==> src/rtl/lpp_pkg.sv <==
// Package: shared constants and types for the lidar point packet parser.
`default_nettype none

package lpp_pkg;

    // Packet layout
    localparam int HEADER_BYTES     = 42;
    localparam int BLOCKS           = 12;
    localparam int POINTS_PER_BLOCK = 32;

    localparam int HDR_W = (HEADER_BYTES > 1) ? $clog2(HEADER_BYTES) : 1;
    localparam int BLK_W = (BLOCKS > 1) ? $clog2(BLOCKS) : 1;
    localparam int PT_W  = (POINTS_PER_BLOCK > 1) ? $clog2(POINTS_PER_BLOCK) : 1;

    localparam logic [HDR_W-1:0] HDR_LAST =
        HDR_W'((HEADER_BYTES > 0) ? HEADER_BYTES - 1 : 0);
    localparam logic [BLK_W-1:0] BLK_LAST = BLK_W'(BLOCKS - 1);
    localparam logic [PT_W-1:0]  PT_LAST  = PT_W'(POINTS_PER_BLOCK - 1);

    // Marker register reset value
    localparam logic [15:0] MARKER_RESET = 16'hFFEE;

    // Result kinds
    localparam logic [1:0] KIND_POINT   = 2'd0;
    localparam logic [1:0] KIND_TRAILER = 2'd1;
    localparam logic [1:0] KIND_ERROR   = 2'd2;

    // Byte slots in the block preamble
    localparam logic [1:0] OFF_MARK_HI = 2'd0;
    localparam logic [1:0] OFF_MARK_LO = 2'd1;
    localparam logic [1:0] OFF_AZ_LO   = 2'd2;
    localparam logic [1:0] OFF_AZ_HI   = 2'd3;

    // Byte slots in a point
    localparam logic [1:0] SUB_DIST_LO = 2'd0;
    localparam logic [1:0] SUB_DIST_HI = 2'd1;
    localparam logic [1:0] SUB_REFL    = 2'd2;

    // Byte slots in the trailer
    localparam logic [2:0] TRL_TS_LAST = 3'd3;
    localparam logic [2:0] TRL_FAC_LO  = 3'd4;
    localparam logic [2:0] TRL_FAC_HI  = 3'd5;

    // Parser phase, one-hot
    typedef enum logic [4:0] {
        PH_DROP    = 5'b00001,
        PH_HEADER  = 5'b00010,
        PH_MARK    = 5'b00100,
        PH_POINT   = 5'b01000,
        PH_TRAILER = 5'b10000
    } phase_t;

    // One result item
    typedef struct packed {
        logic [1:0]  kind;
        logic [3:0]  blk;
        logic [4:0]  pt;
        logic [15:0] az;
        logic [15:0] distance;
        logic [7:0]  refl;
        logic [31:0] ts;
        logic [15:0] fac;
        logic        pkt_end;
    } result_t;

endpackage

`default_nettype wire

==> src/rtl/lpp_parser.sv <==
// Byte-position tracker and field decoder for the lidar packet parser.
`default_nettype none

module lpp_parser
    import lpp_pkg::*;
(
    input  wire logic        clk,
    input  wire logic        rst_n,
    input  wire logic        in_fire,
    input  wire logic [7:0]  data_byte,
    input  wire logic        packet_start,
    input  wire logic [15:0] block_marker,
    output logic             res_valid,
    output result_t          res
);

    // Position state: describes where the next byte lands
    phase_t           phase_reg, phase_next;
    logic [HDR_W-1:0] hdr_reg, hdr_next;
    logic [BLK_W-1:0] blk_reg, blk_next;
    logic [1:0]       off_reg, off_next;
    logic [PT_W-1:0]  pt_reg, pt_next;
    logic [1:0]       sub_reg, sub_next;
    logic [2:0]       trl_reg, trl_next;

    // Field holding registers
    logic [7:0]  marker_high_reg, marker_high_next;
    logic [15:0] azimuth_reg, azimuth_next;
    logic [15:0] distance_reg, distance_next;
    logic [31:0] time_reg, time_next;
    logic [7:0]  factory_low_reg, factory_low_next;

    // Effective position of the current byte (start byte forces position zero)
    phase_t           cur_phase;
    logic [HDR_W-1:0] cur_hdr;
    logic [BLK_W-1:0] cur_blk;
    logic [1:0]       cur_off;
    logic [PT_W-1:0]  cur_pt;
    logic [1:0]       cur_sub;
    logic [2:0]       cur_trl;

    always_comb
    begin
        cur_phase = phase_reg;
        cur_hdr   = hdr_reg;
        cur_blk   = blk_reg;
        cur_off   = off_reg;
        cur_pt    = pt_reg;
        cur_sub   = sub_reg;
        cur_trl   = trl_reg;
        if (packet_start)
        begin
            if (HEADER_BYTES > 0)
                cur_phase = PH_HEADER;
            else
                cur_phase = PH_MARK;
            cur_hdr = '0;
            cur_blk = '0;
            cur_off = OFF_MARK_HI;
            cur_pt  = '0;
            cur_sub = SUB_DIST_LO;
            cur_trl = '0;
        end
    end

    // Decode the byte and step the position
    always_comb
    begin
        phase_next       = cur_phase;
        hdr_next         = cur_hdr;
        blk_next         = cur_blk;
        off_next         = cur_off;
        pt_next          = cur_pt;
        sub_next         = cur_sub;
        trl_next         = cur_trl;
        marker_high_next = marker_high_reg;
        azimuth_next     = azimuth_reg;
        distance_next    = distance_reg;
        time_next        = time_reg;
        factory_low_next = factory_low_reg;
        res_valid        = 1'b0;
        res              = '0;

        unique case (cur_phase)
            PH_DROP:
            begin
                // idle bytes are ignored
            end
            PH_HEADER:
            begin
                if (cur_hdr == HDR_LAST)
                begin
                    phase_next = PH_MARK;
                    blk_next   = '0;
                    off_next   = OFF_MARK_HI;
                end
                else
                begin
                    hdr_next = cur_hdr + 1'b1;
                end
            end
            PH_MARK:
            begin
                off_next = cur_off + 1'b1;
                case (cur_off)
                    OFF_MARK_HI: marker_high_next = data_byte;
                    OFF_MARK_LO:
                    begin
                        if ({marker_high_reg, data_byte} != block_marker)
                        begin
                            phase_next  = PH_DROP;
                            res_valid   = 1'b1;
                            res.kind    = KIND_ERROR;
                            res.blk     = 4'(cur_blk);
                            res.pkt_end = 1'b1;
                        end
                    end
                    OFF_AZ_LO: azimuth_next[7:0] = data_byte;
                    default:
                    begin
                        azimuth_next[15:8] = data_byte;
                        phase_next         = PH_POINT;
                        pt_next            = '0;
                        sub_next           = SUB_DIST_LO;
                    end
                endcase
            end
            PH_POINT:
            begin
                case (cur_sub)
                    SUB_DIST_LO:
                    begin
                        distance_next[7:0] = data_byte;
                        sub_next           = SUB_DIST_HI;
                    end
                    SUB_DIST_HI:
                    begin
                        distance_next[15:8] = data_byte;
                        sub_next            = SUB_REFL;
                    end
                    default:
                    begin
                        res_valid    = 1'b1;
                        res.kind     = KIND_POINT;
                        res.blk      = 4'(cur_blk);
                        res.pt       = 5'(cur_pt);
                        res.az       = azimuth_reg;
                        res.distance = distance_reg;
                        res.refl     = data_byte;
                        sub_next     = SUB_DIST_LO;
                        if (cur_pt == PT_LAST)
                        begin
                            if (cur_blk == BLK_LAST)
                            begin
                                phase_next = PH_TRAILER;
                                trl_next   = '0;
                            end
                            else
                            begin
                                phase_next = PH_MARK;
                                blk_next   = cur_blk + 1'b1;
                                off_next   = OFF_MARK_HI;
                            end
                        end
                        else
                        begin
                            pt_next = cur_pt + 1'b1;
                        end
                    end
                endcase
            end
            PH_TRAILER:
            begin
                trl_next = cur_trl + 1'b1;
                if (cur_trl <= TRL_TS_LAST)
                begin
                    time_next[8*cur_trl[1:0] +: 8] = data_byte;
                end
                else if (cur_trl == TRL_FAC_LO)
                begin
                    factory_low_next = data_byte;
                end
                else
                begin
                    phase_next  = PH_DROP;
                    res_valid   = 1'b1;
                    res.kind    = KIND_TRAILER;
                    res.ts      = time_reg;
                    res.fac     = {data_byte, factory_low_reg};
                    res.pkt_end = 1'b1;
                end
            end
            default:
            begin
                phase_next = PH_DROP;
            end
        endcase
    end

    // Position state
    always_ff @(posedge clk or negedge rst_n)
    begin
        if (!rst_n)
        begin
            phase_reg <= PH_DROP;
            hdr_reg   <= '0;
            blk_reg   <= '0;
            off_reg   <= OFF_MARK_HI;
            pt_reg    <= '0;
            sub_reg   <= SUB_DIST_LO;
            trl_reg   <= '0;
        end
        else if (in_fire)
        begin
            phase_reg <= phase_next;
            hdr_reg   <= hdr_next;
            blk_reg   <= blk_next;
            off_reg   <= off_next;
            pt_reg    <= pt_next;
            sub_reg   <= sub_next;
            trl_reg   <= trl_next;
        end
    end

    // Field bytes, always written before they are used
    always_ff @(posedge clk)
    begin
        if (in_fire)
        begin
            marker_high_reg <= marker_high_next;
            azimuth_reg     <= azimuth_next;
            distance_reg    <= distance_next;
            time_reg        <= time_next;
            factory_low_reg <= factory_low_next;
        end
    end

endmodule

`default_nettype wire

==> src/rtl/lidar_point_packet_parser_core.sv <==
// Top level of the lidar point packet parser: handshakes, marker register, result register.
//
// Usage:
//   Input channel (in_valid/in_ready) carries one payload byte per request,
//   with packet_start flagging the first byte of a packet. Output channel
//   (out_valid/out_ready) carries point, trailer and marker-error results.
//   cfg_wr_en/cfg_wr_data write the expected block marker (reset 0xFFEE);
//   write it only while no packet is in flight.
// Throughput: one byte per cycle, set by the single output register, when not stalled;
//   the byte decode itself finishes in the cycle the request is accepted.
// Output: a result is in the output register in the cycle after the byte that
//   completes it (third byte of a point, last trailer byte, second byte of a bad marker).
// Reset: parser waits for a packet_start byte; bytes before it are dropped.
// Stall: while a result sits unread and out_ready is low, in_ready is low;
//   when out_ready is high a new byte is taken in the same cycle the held
//   result leaves. At most one result per byte.
`default_nettype none

module lidar_point_packet_parser_core
    import lpp_pkg::*;
(
    input  wire logic        clk,
    input  wire logic        rst_n,
    // byte input
    input  wire logic        in_valid,
    output logic             in_ready,
    input  wire logic [7:0]  data_byte,
    input  wire logic        packet_start,
    // configuration
    input  wire logic        cfg_wr_en,
    input  wire logic [15:0] cfg_wr_data,
    // result output
    output logic             out_valid,
    input  wire logic        out_ready,
    output logic [1:0]       result_kind,
    output logic [3:0]       block_index,
    output logic [4:0]       point_index,
    output logic [15:0]      azimuth,
    output logic [15:0]      distance,
    output logic [7:0]       reflectivity,
    output logic [31:0]      time_stamp,
    output logic [15:0]      factory_word,
    output logic             packet_end
);

    logic [15:0] block_marker_reg;
    logic        out_valid_reg, out_valid_next;
    result_t     result_reg;
    logic        in_fire;
    logic        res_valid;
    result_t     res;

    // Marker register
    always_ff @(posedge clk or negedge rst_n)
    begin
        if (!rst_n)
            block_marker_reg <= MARKER_RESET;
        else if (cfg_wr_en)
            block_marker_reg <= cfg_wr_data;
    end

    // Accept when the result slot is free or drains this cycle
    assign in_ready = !out_valid_reg || out_ready;
    assign in_fire  = in_valid && in_ready;

    lpp_parser u_parser (
        .clk          (clk),
        .rst_n        (rst_n),
        .in_fire      (in_fire),
        .data_byte    (data_byte),
        .packet_start (packet_start),
        .block_marker (block_marker_reg),
        .res_valid    (res_valid),
        .res          (res)
    );

    // Result register
    always_comb
    begin
        out_valid_next = out_valid_reg;
        if (in_ready)
            out_valid_next = in_fire && res_valid;
    end

    always_ff @(posedge clk or negedge rst_n)
    begin
        if (!rst_n)
            out_valid_reg <= 1'b0;
        else
            out_valid_reg <= out_valid_next;
    end

    always_ff @(posedge clk)
    begin
        if (in_fire && res_valid)
            result_reg <= res;
    end

    assign out_valid    = out_valid_reg;
    assign result_kind  = result_reg.kind;
    assign block_index  = result_reg.blk;
    assign point_index  = result_reg.pt;
    assign azimuth      = result_reg.az;
    assign distance     = result_reg.distance;
    assign reflectivity = result_reg.refl;
    assign time_stamp   = result_reg.ts;
    assign factory_word = result_reg.fac;
    assign packet_end   = result_reg.pkt_end;

    // Checks
    a_ready_when_empty: assert property (@(posedge clk) disable iff (!rst_n)
        !out_valid_reg |-> in_ready)
        else $error("in_ready low with empty result register");

    a_end_matches_kind: assert property (@(posedge clk) disable iff (!rst_n)
        out_valid_reg |-> (packet_end == (result_kind != KIND_POINT)))
        else $error("packet_end does not match result kind");

    a_kind_legal: assert property (@(posedge clk) disable iff (!rst_n)
        out_valid_reg |-> (result_kind == KIND_POINT || result_kind == KIND_TRAILER ||
                           result_kind == KIND_ERROR))
        else $error("illegal result kind");

    a_block_range: assert property (@(posedge clk) disable iff (!rst_n)
        (out_valid_reg && result_kind != KIND_TRAILER) |-> (block_index < 4'(BLOCKS)))
        else $error("block index out of range");

    a_no_result_without_request: assert property (@(posedge clk) disable iff (!rst_n)
        (!out_valid_reg && !in_fire) |=> !out_valid_reg)
        else $error("result appeared without an accepted byte");

endmodule

`default_nettype wire
==> config.mk <==
export PLATFORM = sky130hd
export DESIGN_NAME = lidar_point_packet_parser_core
export DESIGN_NICKNAME = d
export VERILOG_FILES = /design/src/rtl/lpp_pkg.sv /design/src/rtl/lpp_parser.sv /design/src/rtl/lidar_point_packet_parser_core.sv
export SDC_FILE = /design/constraint.sdc
export NUM_CORES = 1
export LEC_CHECK = 0
export ABC_AREA = 1
export BUFFER_PORTS_ARGS = -buffer_cell sky130_fd_sc_hd__buf_2
export CAP_MARGIN = 20
export CORE_ASPECT_RATIO = 0.7
export CORE_MARGIN = 2
export CORE_UTILIZATION = 40
export DETAILED_ROUTE_END_ITERATION = 8
export GPL_ROUTABILITY_DRIVEN = 0
export PLACE_DENSITY_LB_ADDON = 0.15
export SLEW_MARGIN = 30
export SYNTH_ARGS = -nofsm -noshare
export SYNTH_HDL_FRONTEND = slang
export SYNTH_SLANG_ARGS = --single-unit
==> constraint.sdc <==
create_clock -name clk -period 4.2 [get_ports clk]
set_input_delay 0.42 -clock clk [delete_from_list [all_inputs] [get_ports clk]]
set_output_delay 0.42 -clock clk [all_outputs]
set_load 0.03 [all_outputs]
# After elaboration in Yosys (flattened, before gate mapping)
# Cells that the tools add are included.
[classes]
n_bitwise = 4
order_cmp = 1
n_reduce_logical = 18
shift = 2
n_eq_ne = 13
n_addsub = 6
n_mux = 56
[ops]
columns = ["operator", "n"]
rows = [
  ["2-to-1 mux 5 bit", 12],
  ["2-to-1 mux 49 bit", 1],
  ["negator 5 -> 34 bit", 1],
  ["variable shift 8 x 34 -> 32 bit (first input constant)", 1],
  ["indexed part select 8 x 34 -> 32 bit", 1],
  ["bitwise mux 32 bit", 1],
  ["2-to-1 mux 6 bit", 5],
  ["case mux 5 bit (5 select lines)", 1],
  ["2-to-1 mux 4 bit", 5],
  ["case mux 5 bit (2 select lines)", 2],
  ["AND reduction 3 bit", 6],
  ["2-to-1 mux 2 bit", 8],
  ["inequality test 16 bit", 1],
  ["case mux 4 bit (2 select lines)", 2],
  ["2-to-1 mux 3 bit", 4],
  ["case mux 2 bit (3 select lines)", 2],
  ["== test 5 bit (second input constant)", 2],
  ["OR reduction 3 bit", 3],
  ["2-to-1 mux 1 bit", 8],
  ["case mux 2 bit (2 select lines)", 2],
  ["adder 6 x 1 -> 6 bit (second input constant)", 1],
  ["== test 6 bit (second input constant)", 1],
  ["case mux 3 bit (2 select lines)", 1],
  ["adder 5 x 1 -> 5 bit (second input constant)", 1],
  ["other kinds (21)", 28],
]
[totals]
out_inout_bits = 102
input_bits = 30
reg_bits = 224

# Longest topological paths before layout
# Gate-level depths: netlist of run 1.
[depth]
depth_word = 6
depth_mapped = 14

# Cells and area by module
# A second synthesis of run 1 with hierarchy kept.
[unflattened]
hier_cells = 890
hier_area_um2 = 9491.6
[modules_own_cells]
columns = ["module", "area_each_um2", "instances", "seq_area_each_um2", "cells_each"]
rows = [
  ["lpp_parser", 5765.5, 1, 3079.2, 714],
  ["lidar_point_packet_parser_core", 3726.1, 1, 3445.8, 176],
]

# Worst setup path after synthesis of run 1
# OpenSTA, ideal clock, no wires.
[synth_timing]
path_kind = "input to register"
startpoint = "input port packet_start"
endpoint = "register result_reg, in the netlist azimuth[0], enable pin"
setup_ns = 0.454
t_required_ns = 3.746
cell_stages = 10
path_buffers = 2
arrival_ns = 3.501
setup_slack_ns = 0.245
cell_sequence = "buf_6 buf_2 nor2_1 inv_1 ha_1 inv_1 nand3_2 nand3_1 nand2_1 inv_1"
[synth_via]
elab_chain_len = 6
elab_cells_between_ends = 19
classes_between = "1 x order compare; 6 x eq/ne; 9 x mux; 3 x reduce/logical"
[synth_lines]
columns = ["element", "line", "rtl"]
rows = [
  ["start: declaration", "lidar_point_packet_parser_core.sv:28", "input wire logic packet_start,"],
  ["branches (longest 4 deep; another with less-or-equal comparator 3 x 2 -> 1 bit)", "n/a", ""],
  ["case mux 1 bit (3 select lines) *", "lpp_parser.sv:84", "unique case (cur_phase)"],
  ["logical AND 1 bit *", "lidar_point_packet_parser_core.sv:95", "if (in_fire && res_valid)"],
  ["end signal: assignment", "lidar_point_packet_parser_core.sv:96", "result_reg <= res;"],
  ["end: declaration", "lidar_point_packet_parser_core.sv:48", "result_t result_reg;"],
]
# Mark *: on every way between the ends.
# A chain may end at the register's enable or synchronous reset.

# Worst setup path after layout of run 1
[layout_timing]
startpoint = "register u_parser.trl_reg[0]"
endpoint = "register result_reg, in the netlist distance[2], enable pin"
[layout_via]
elab_chain_len = 6
elab_cells_between_ends = 7
classes_between = "1 x order compare; 1 x eq/ne; 4 x mux; 1 x reduce/logical"
[layout_lines]
columns = ["element", "line", "rtl"]
rows = [
  ["start: declaration", "lpp_parser.sv:24", "logic [2:0] trl_reg, trl_next;"],
  ["start signal: assignment", "lpp_parser.sv:221", "trl_reg <= trl_next;"],
  ["2-to-1 mux 3 bit *", "lpp_parser.sv:51", "if (packet_start)"],
  ["branches (longest 2 deep; another with less-or-equal comparator 3 x 2 -> 1 bit)", "n/a", ""],
  ["2-to-1 mux 1 bit *", "lpp_parser.sv:175", "if (cur_trl <= TRL_TS_LAST)"],
  ["case mux 1 bit (3 select lines) *", "lpp_parser.sv:84", ""],
  ["logical AND 1 bit *", "lidar_point_packet_parser_core.sv:95", ""],
]
# Marked as above.

==> flow_summary.json, run 1 <==
{
  "clockBufferDepth": 3,
  "grt_pass1_wl_mm": 33.2,
  "critPathCaptureType": "flip-flop",
  "synth-seq-cells": 224,
  "async_flop_share": 0.196,
  "area_growth_syn_to_layout_pct": 20.3,
  "cp_data_required_time_ns": 4.37,
  "dp_cells": 1309,
  "timing.setup.tns_ns": 0,
  "cts-root-buf": "clkbuf_16",
  "hold_depth": 3,
  "antenna_found_initial": 0,
  "syn_nets": 918,
  "min_path_type": "in2reg",
  "routedWlPerCell_um": 15.4,
  "maxCapViolCount": 0,
  "crit_fanout": 36,
  "drt-total-wl_mm": 20.9,
  "rr_endpoint": "distance[2]",
  "syn_area_um2": 9450,
  "num_antenna_cells": 0,
  "die_h_um": 133,
  "grt_use_total": 0.169,
  "synth_top_family_by_area": "simple AND/OR/NAND/NOR gates",
  "drtPass1Iterations": 5,
  "fmax_mhz": 349,
  "fin_worst_skew_ns": 0.0127,
  "die-area_um2": 24900,
  "syn-mean-instance-area_um2": 10.8,
  "synth-compound-area-share": 0.0410,
  "drt_iter0_markers": 407,
  "rsz0062_at_grt": "false",
  "crit_type": "reg2reg",
  "synth_top_area_share": 0.572,
  "core-area_um2": 23400,
  "arrival_ns": 3.04,
  "h-tree-depth": 1,
  "ff2ff_path_depth": 11,
  "first_global_vias": 6001,
  "slew_headroom": 0.404,
  "synth_fa_ha_area_frac": 0.0159,
  "cp-start-kind": "flip-flop",
  "vdd_ir_drop_max_mv": 0.282,
  "io_pins": 132,
  "slew_violations": 0,
  "final_nets": 1061,
  "rrSetupSlack_ns": 1.33,
  "synth_seq_area_share": 0.690,
  "ys.flop_type": "edfxtp_1",
  "floorplan.initialDensity": 0.404,
  "grt_overflow": 0,
  "rr_startpoint": "u_parser.trl_reg[0]",
  "min_to": "block_marker_reg[4]",
  "cts_made_buffers": 25,
  "status": "completed",
  "drc": 0,
  "hold_viol": 0,
  "cts_tree": "yes",
  "yosysTopAreaCell": "edfxtp_1",
  "clkTransAtPathRegs_ns": 0.06,
  "fin_hold_ws_ns": 0.114,
  "power.density_nw_per_um2": 458,
  "io_buffers": 131,
  "final_cells": 1356,
  "clock_latency_ns": 0.54,
  "synth-simple-area-share": 0.168,
  "viasPerCell": 4.62,
  "rows": 47,
  "drtAntennaViolNets": 0,
  "worst_pin_slew_ns": 0.891,
  "yosys-top-cells-area": "edfxtp_1 (57%), dfrtp_1 (7.7%), inv_1 (6.4%), nor2_1 (6.2%), nand2_1 (5.4%)",
  "layout-drive-gt1-share": 0.228,
  "finalSetupViolCount": 0,
  "ys_warn_count": 0,
  "cts_sinks": 224,
  "place_hpwl_mm": 13.7,
  "die_w_um": 188,
  "synthXorXnorAreaFrac": 0.000927,
  "synthMuxAreaShare": 0,
  "min_from": "cfg_wr_data[4]",
  "synthCells": 876,
  "period_needed_ns": 2.87,
  "cts_setup_buffers": 0,
  "ys_types": 36,
  "synth-edff-count": 180,
  "vias": 6266,
  "fin_crit_sh": 0.683,
  "grt_start_max_net_pins": 59,
  "p_leak_nw": 5.35
}
[power by group]
| part | switching [W] | internal, W |
|---|---|---|
| clock | 0.000920 | 0.00147 |
| combinational | 0.000257 | 0.0000956 |
| sequential | 0.0000232 | 0.00244 |
[worst max-delay path: stages, from the launching register on]
cell and delay [ns]:
dfrtp_1 0.32, inv_1 0.06, nor2_2 0.07, buf_4 0.23, inv_1 0.12, ha_1 0.36
inv_1 0.31, nand3_2 0.12, nand3_1 0.10, nand2_1 0.13, inv_4 0.19, buf_4 0.44
[timing repair]
item,CTS,global route
hold buffers,1,0
gates resized for setup,0,0
hold endpoints to repair,10,0
[routing by layer]
metal  track usage  part of all wire  vias to the layer above
met5             0                 0                        -
met4        0.0481             0.023                        0
met3        0.0281             0.053                       35
met2         0.247              0.42                      166
met1         0.260              0.50                     2962
li1              -                 -                     3103
[cell usage after synthesis (5+ instances only)]
| cell | n |
|---|---|
| edfxtp_1 | 180 |
| inv_1 | 162 |
| nor2_1 | 156 |
| nand2_1 | 135 |
| o21ai_0 | 30 |
| dfrtp_1 | 29 |
| nand3_1 | 28 |
| nor3_1 | 19 |
| a21oi_1 | 15 |
| dfstp_2 | 15 |
| nor2_2 | 15 |
| ha_1 | 12 |
| clkbuf_1 | 11 |
| o21ai_1 | 9 |
| buf_2 | 8 |
| inv_2 | 6 |
| buf_6 | 5 |
| nand4_1 | 5 |
[kinds of logic (layout without fill, tap and decap cells)]
| logic type | Yosys count | after routing |
|---|---|---|
| AOI/OAI and AO/OA | 70 | 70 |
| buffers and inverters | 196 | 358 |
| and+or+nand+nor | 373 | 373 |
| adders and majority gates | 12 | 12 |
| DFF | 224 | 224 |
| xor gates and xnor gates | 1 | 1 |
[worst max path at each step]
| stage | from | end | slack (ns) |
|---|---|---|---|
| 2_1_floorplan | packet_start | azimuth[0] | 0.25 |
| 3_3_place_gp | packet_start | distance[0] | 1.10 |
| 3_5_place_dp | packet_start | azimuth[0] | 1.07 |
| 4_1_cts | u_parser.trl_reg[0] | azimuth[12] | 1.37 |
| 5_1_grt | u_parser.trl_reg[0] | distance[2] | 1.10 |
| 6_report | u_parser.trl_reg[0] | distance[2] | 1.33 |
[cell type report]
type | instances | area [um^2]
timing repair buffer | 143 | 761
sequential | 224 | 6530
fill | 2215 | 12000
multi-input combinational | 456 | 2140
tap | 318 | 398
clock buffer | 26 | 629
inverter | 169 | 637
clock inverter | 20 | 280
[through the flow]
stage	instance area, um^2	worst slack [ns]	utilization	power, W
finish	11400	1.33	0.486	0.00521
global route	11400	1.10	0.486	0.00540
CTS	11400	1.37	0.486	0.00526
global placement	10500	1.10	0.447	0.00286
detailed placement	10500	1.07	0.447	0.00286
floorplan	9450	0.245	-	0.00274
[cell usage in the layout, fill, tap and decap left out, types with 9 or more instances in the layout]
| cell type | n |
|---|---|
| a21oi_1 | 15 |
| buf_2 | 131 |
| buf_4 | 10 |
| clkbuf_16 | 25 |
| dfrtp_1 | 29 |
| dfstp_2 | 15 |
| edfxtp_1 | 180 |
| ha_1 | 12 |
| inv_1 | 161 |
| nand2_1 | 134 |
| nand3_1 | 28 |
| nor2_1 | 156 |
| nor2_2 | 15 |
| nor3_1 | 19 |
| o21ai_0 | 30 |
| o21ai_1 | 9 |
(Power assumes the default switching activity.)
==> inputs of run 2 (changes only) <==
Settings changed: ABC_AREA 1 to 0.
Clock period 4.2 ns to 2.8 ns, I/O delays scaled along.
==> run 2 against run 1 <==
Effect of this change:
- final area is 2.4% lower
- highest routed layer unchanged
- count of clock-buffer cells in the layout rose by 9
- register-to-register slack worse by 0.87 ns
- non-clock buffer count is 22 higher
- sequential power is 50% higher
- combinational power about the same
- global-route usage shrank 0.11 points
- worst hold slack got worse by 0.092 ns
- core utilization up 0.62 points
- clock power rose by 15%
- largest cell class unchanged
- synthesized area down 3.3%
- power increased by 30%
==> flow_summary.json, run 2 <==
{
  "status": "completed",
  "fin_crit_sh": 0.835,
  "die_w_um": 185,
  "floorplan.initialDensity": 0.405,
  "ff2ff_path_depth": 5,
  "hold_viol": 0,
  "grt_start_max_net_pins": 52,
  "netlist_top_cells_count": "edfxtp_1 (180), and2_1 (86), and3_1 (52)",
  "synth-seq-cells": 224,
  "design_area_um2": 11100,
  "synth_top_area_share": 0.591,
  "syn_area_um2": 9140,
  "async_flop_share": 0.196,
  "cts_tree": "yes",
  "area_growth_syn_to_layout_pct": 21.5,
  "yosysTopAreaCell": "edfxtp_1",
  "hold_depth": 2,
  "core-area_um2": 22600,
  "drt-total-wl_mm": 20.2,
  "grt_pass1_wl_mm": 31.0,
  "die-area_um2": 24100,
  "worst_path_max_delay_cell": "dfrtp_1",
  "drc": 0,
  "layout-drive-gt1-share": 0.282,
  "routedWlPerCell_um": 18.0,
  "io_buffers": 131,
  "final_nets": 837,
  "grt_overflow": 0,
  "h-tree-depth": 1,
  "drtAntennaViolNets": 0,
  "maxCapViolCount": 0,
  "first_global_vias": 5442,
  "synth-edff-count": 180,
  "viasPerCell": 4.99,
  "arrival_ns": 2.52,
  "cp-start-kind": "flip-flop",
  "cp_data_required_time_ns": 2.98,
  "place_area_um2": 10300,
  "layout_common_cells": "edfxtp_1 (180), buf_2 (131), and2_1 (87)",
  "p_leak_nw": 4.41,
  "clockBufferDepth": 3,
  "synth_seq_area_share": 0.714,
  "vias": 5613,
  "ys.flop_type": "edfxtp_1",
  "clkTransAtPathRegs_ns": 0.06,
  "cts_made_buffers": 23,
  "cts-root-buf": "clkbuf_16",
  "crit_type": "reg2reg",
  "die_h_um": 130,
  "vdd_ir_drop_max_mv": 0.364,
  "syn_nets": 676,
  "worst_pin_slew_ns": 0.847,
  "drtPass1Iterations": 5,
  "antenna_found_initial": 1,
  "slew_violations": 0,
  "clock_latency_ns": 0.51,
  "grt_use_total": 0.168,
  "final_common_cell": "edfxtp_1",
  "cts_resized": 0,
  "critPathCaptureType": "flip-flop",
  "ys_warn_count": 0,
  "power.density_nw_per_um2": 612,
  "crit_fanout": 51,
  "slew_headroom": 0.431,
  "finalSetupViolCount": 0,
  "io_pins": 132,
  "synth_most_common_cell": "edfxtp_1",
  "rows": 46,
  "max_stage_delay_ns": 0.57,
  "rsz0062_at_grt": "false",
  "drt_iter0_markers": 361,
  "synthCells": 634,
  "ys_types": 59,
  "cts_sinks": 224,
  "yosys-top-cells-area": "edfxtp_1 (59%), dfrtp_1 (7.9%), and2_1 (5.9%), dfstp_2 (4.3%), and3_1 (3.6%)",
  "period_needed_ns": 2.34,
  "crit_chain": "nor2_1, and3_1, nand3_2, a21oi_4, buf_12",
  "min_path_type": "in2reg",
  "utilization": 0.492,
  "place_hpwl_mm": 13.5,
  "fmax_mhz": 428,
  "fin_worst_skew_ns": 0.0105,
  "syn-mean-instance-area_um2": 14.4
}
==> run 2: changes by cell type in the layout (fill, tap and decap cells not counted), sizes merged, moves of 9 or more <==
cell,change
nand3,-27
nor2b,+13
clkbuf,+9
xor2,+17
nand2,-107
and3,+52
nor3,-13
and2,+87
mux2,+16
nor2,-149
buf,+9
o21ai,-20
dlygate4sd3,+13
inv,-156
==> run 2: critical path, delay by kind of cell, from the launching register on <==
| kind | cells | cell delay [ns] |
|---|---|---|
| AOI/OAI and AO/OA | 1 | 0.27 |
| and+or+nand+nor | 3 | 0.85 |
| DFF | 1 | 0.57 |
| buffers and inverters | 1 | 0.29 |
==> run 2: final timing paths <==
kind,slack (ns),start,end
worst max register to register,0.46,u_parser.phase_reg[4],azimuth[9]
min in group asynchronous,0.38,rst_n,u_parser.hdr_reg[4]
max in group asynchronous,1.75,rst_n,u_parser.sub_reg[1]
worst max-delay path,0.46,u_parser.phase_reg[4],azimuth[9]
worst min register to register,0.48,u_parser.trl_reg[0],u_parser.trl_reg[0]
worst min-delay path,0.02,cfg_wr_data[11],block_marker_reg[11]
==> run 2: metal layers <==
layer	global-route usage	share of wire	up-vias
li1	-	-	2642
met1	0.251	0.48	2765
met2	0.256	0.44	179
met3	0.0302	0.062	27
met4	0.0415	0.018	0
met5	0	0	-
==> run 2: through the flow <==
step	setup TNS [ns]	hold WS (ns)	cells	total power, W	setup WS [ns]
after global routing	0	0.00799	1124	0.00705	0.348
after detailed placement	0	0.398	1068	0.00410	0.411
after floorplan	-58.14	-0.0156	634	0.00395	-0.581
after CTS	0	0.00313	1124	0.00687	0.498
after global placement	0	0.381	1068	0.00409	0.477
final	0	0.0220	1125	0.00679	0.461
==> run 2: final cells by class <==
| type | count | area, um^2 |
|---|---|---|
| fill | 1961 | 11500 |
| sequential | 224 | 6530 |
| multi-input combinational | 368 | 2500 |
| timing repair buffer | 165 | 971 |
| clock buffer | 35 | 621 |
| tap | 312 | 390 |
| inverter | 13 | 48.8 |
| clock inverter | 7 | 42.5 |
| antenna | 1 | 2.50 |
==> run 2: power breakdown <==
part           internal (W)  leakage [nW]  total (W)  switching [W]
clock network       0.00153         0.326    0.00275        0.00121
logic              0.000154          1.90   0.000353       0.000199
registers           0.00365          2.18    0.00369      0.0000471
total               0.00534          4.41    0.00679        0.00146
==> run 2: logic make-up after synthesis <==
| group | Yosys count | share of synthesized area |
|---|---|---|
| XOR/XNOR | 18 | 0.0172 |
| buffers and inverters | 42 | 0.0188 |
| flip-flops | 224 | 0.714 |
| adder cells (fa/ha/maj) | 12 | 0.0164 |
| AO/OA/AOI/OAI | 66 | 0.0490 |
| multiplexers | 18 | 0.0219 |
| AND/OR/NAND/NOR | 254 | 0.163 |
==> run 2: repair_timing <==
item	in CTS	in global routing
buffers inserted	0	0
hold buffers	14	0
hold endpoints to repair	29	0
==> inputs of run 3 (changes only) <==
Clock period 2.8 ns to 2.3 ns, I/O delays scaled along.
==> run 3 against run 2 <==
Effect of this change:
- worst hold slack improved by 0.088 ns
- combinational power rose by 31%
- maximum frequency rose by 9.8%
- first-iteration DRC count fell by 0.83%
- wire length rose by 0.65%
- cell count rose by 2.4%
- count of clock-buffer cells in the layout fell by 12
- via count rose by 2.8%
- largest power group unchanged
- critical path depth rose by 2
- register-to-register slack got worse by 0.29 ns
- clock skew rose by 0.0040 ns
==> flow_summary.json, run 3 (synthesized netlist as in run 2, its figures left out) <==
{
  "status": "completed",
  "floorplan.initialDensity": 0.405,
  "worst_pin_slew_ns": 0.779,
  "drt_iter0_markers": 358,
  "drc": 0,
  "critPathCaptureType": "flip-flop",
  "cp_data_required_time_ns": 2.57,
  "cts_sinks": 224,
  "crit_chain": "xor2_1, nor4_1, nand4_1, nand3_1, a21oi_4, buf_12, buf_4",
  "slew_violations": 0,
  "die_w_um": 185,
  "fin_hold_ws_ns": 0.110,
  "place_ws_ns": 0.116,
  "grt_pass1_wl_mm": 31.5,
  "cts_resized": 0,
  "final.setup.worst_slack_ns": 0.170,
  "rows": 46,
  "grt_use_total": 0.171,
  "core-area_um2": 22600,
  "clock_latency_ns": 0.52,
  "period_needed_ns": 2.13,
  "cp-start-kind": "flip-flop",
  "power.density_nw_per_um2": 766,
  "routedWlPerCell_um": 17.7,
  "p_total_w": 0.00878,
  "cts_made_buffers": 23,
  "crit_fanout": 17,
  "clockBufferDepth": 3,
  "io_buffers": 131,
  "max_stage_delay_ns": 0.53,
  "crit_type": "reg2reg",
  "first_global_vias": 5760,
  "viasPerCell": 5.01,
  "place_hpwl_mm": 13.6,
  "area_growth_syn_to_layout_pct": 25.5,
  "grt_start_max_net_pins": 52,
  "antenna_found_initial": 1,
  "min_path_type": "in2reg",
  "drtAntennaViolNets": 0,
  "slew_headroom": 0.476,
  "layout_common_cells": "edfxtp_1 (180), buf_2 (131), and2_1 (87)",
  "utilization": 0.508,
  "drt-total-wl_mm": 20.4,
  "fin_crit_sh": 0.926,
  "die-area_um2": 24100,
  "vias": 5770,
  "fin_worst_skew_ns": 0.0146,
  "final_nets": 866,
  "die_h_um": 130,
  "h-tree-depth": 1,
  "final_common_cell": "edfxtp_1",
  "num_antenna_cells": 0,
  "clkTransAtPathRegs_ns": 0.07,
  "fmax_mhz": 470,
  "rsz0062_at_grt": "false",
  "finalSetupViolCount": 0,
  "drtPass1Iterations": 6,
  "arrival_ns": 2.40,
  "cts_tree": "yes",
  "layout-drive-gt1-share": 0.307,
  "worst_path_max_delay_cell": "dfstp_2",
  "io_pins": 132,
  "grt_overflow": 0,
  "hold_viol": 0,
  "hold_depth": 3,
  "cts-root-buf": "clkbuf_16",
  "ff2ff_path_depth": 7,
  "cts_setup_buffers": 0,
  "maxCapViolCount": 0,
  "vdd_ir_drop_max_mv": 0.572,
  "p_leak_nw": 4.62
}
## run 3: cell types whose count changed in the layout (fill, tap and decap cells not counted), sizes merged
cell,delta
buf,+26
bufinv,+4
clkbuf,-12
clkinv,+5
diode,-1
dlygate4sd3,+3
inv,+2
## run 3: metal layers
metal | up-vias | wire length (um) | track usage
met5 | - | 0 | 0
met4 | 0 | 432 | 0.0486
met3 | 34 | 1340 | 0.0366
met2 | 220 | 8820 | 0.265
met1 | 2812 | 9800 | 0.246
li1 | 2704 | - | -
## run 3: path summary, 6_finish.rpt
kind / startpoint / end / slack, ns
max in group asynchronous: rst_n / block_marker_reg[10] / 1.50
worst min-delay path: out_ready / out_valid / 0.11
worst min register to register: u_parser.trl_reg[0] / u_parser.trl_reg[0] / 0.47
worst max register to register: block_marker_reg[2] / point_index[1] / 0.17
worst max-delay path: block_marker_reg[2] / point_index[1] / 0.17
min in group asynchronous: rst_n / u_parser.trl_reg[1] / 0.17
## run 3: final cells by class
cell class / count / area, um^2
Timing Repair Buffer: 194 / 1230
Inverter: 13 / 48.8
Clock inverter: 18 / 204
Fill cell: 1957 / 11100
Sequential cell: 224 / 6530
Clock buffer: 23 / 576
Tap cell: 312 / 390
Multi-Input combinational cell: 368 / 2490
## run 3: what timing repair did
action,in CTS,in global routing
hold buffers,17,0
hold endpoints to repair,29,0
endpoints found under the setup margin,0,0
## run 3: critical path, delay by kind of cell, from the launching register on
family,cells,cell delay (ns)
flops,1,0.53
simple gates,3,0.83
xor+xnor,1,0.06
compound gates,1,0.09
buf+inv,2,0.37
## run 3: report_power, final
| group | leakage (nW) | internal, W | switching [W] |
|---|---|---|---|
| sequential | 2.18 | 0.00444 | 0.0000503 |
| combinational | 2.06 | 0.000208 | 0.000254 |
| clock | 0.385 | 0.00229 | 0.00154 |
| total | 4.62 | 0.00694 | 0.00184 |
## run 3: through the flow
| step | std cells | cell area [um^2] | TNS, ns |
|---|---|---|---|
| 5_1_grt | 1152 | 11500 | 0 |
| 4_1_cts | 1152 | 11500 | 0 |
| 3_3_place_gp | 1094 | 10500 | 0 |
| 2_1_floorplan | 634 | 9190 | -108.14 |
| 3_5_place_dp | 1094 | 10500 | 0 |
| 6_report | 1152 | 11500 | 0 |
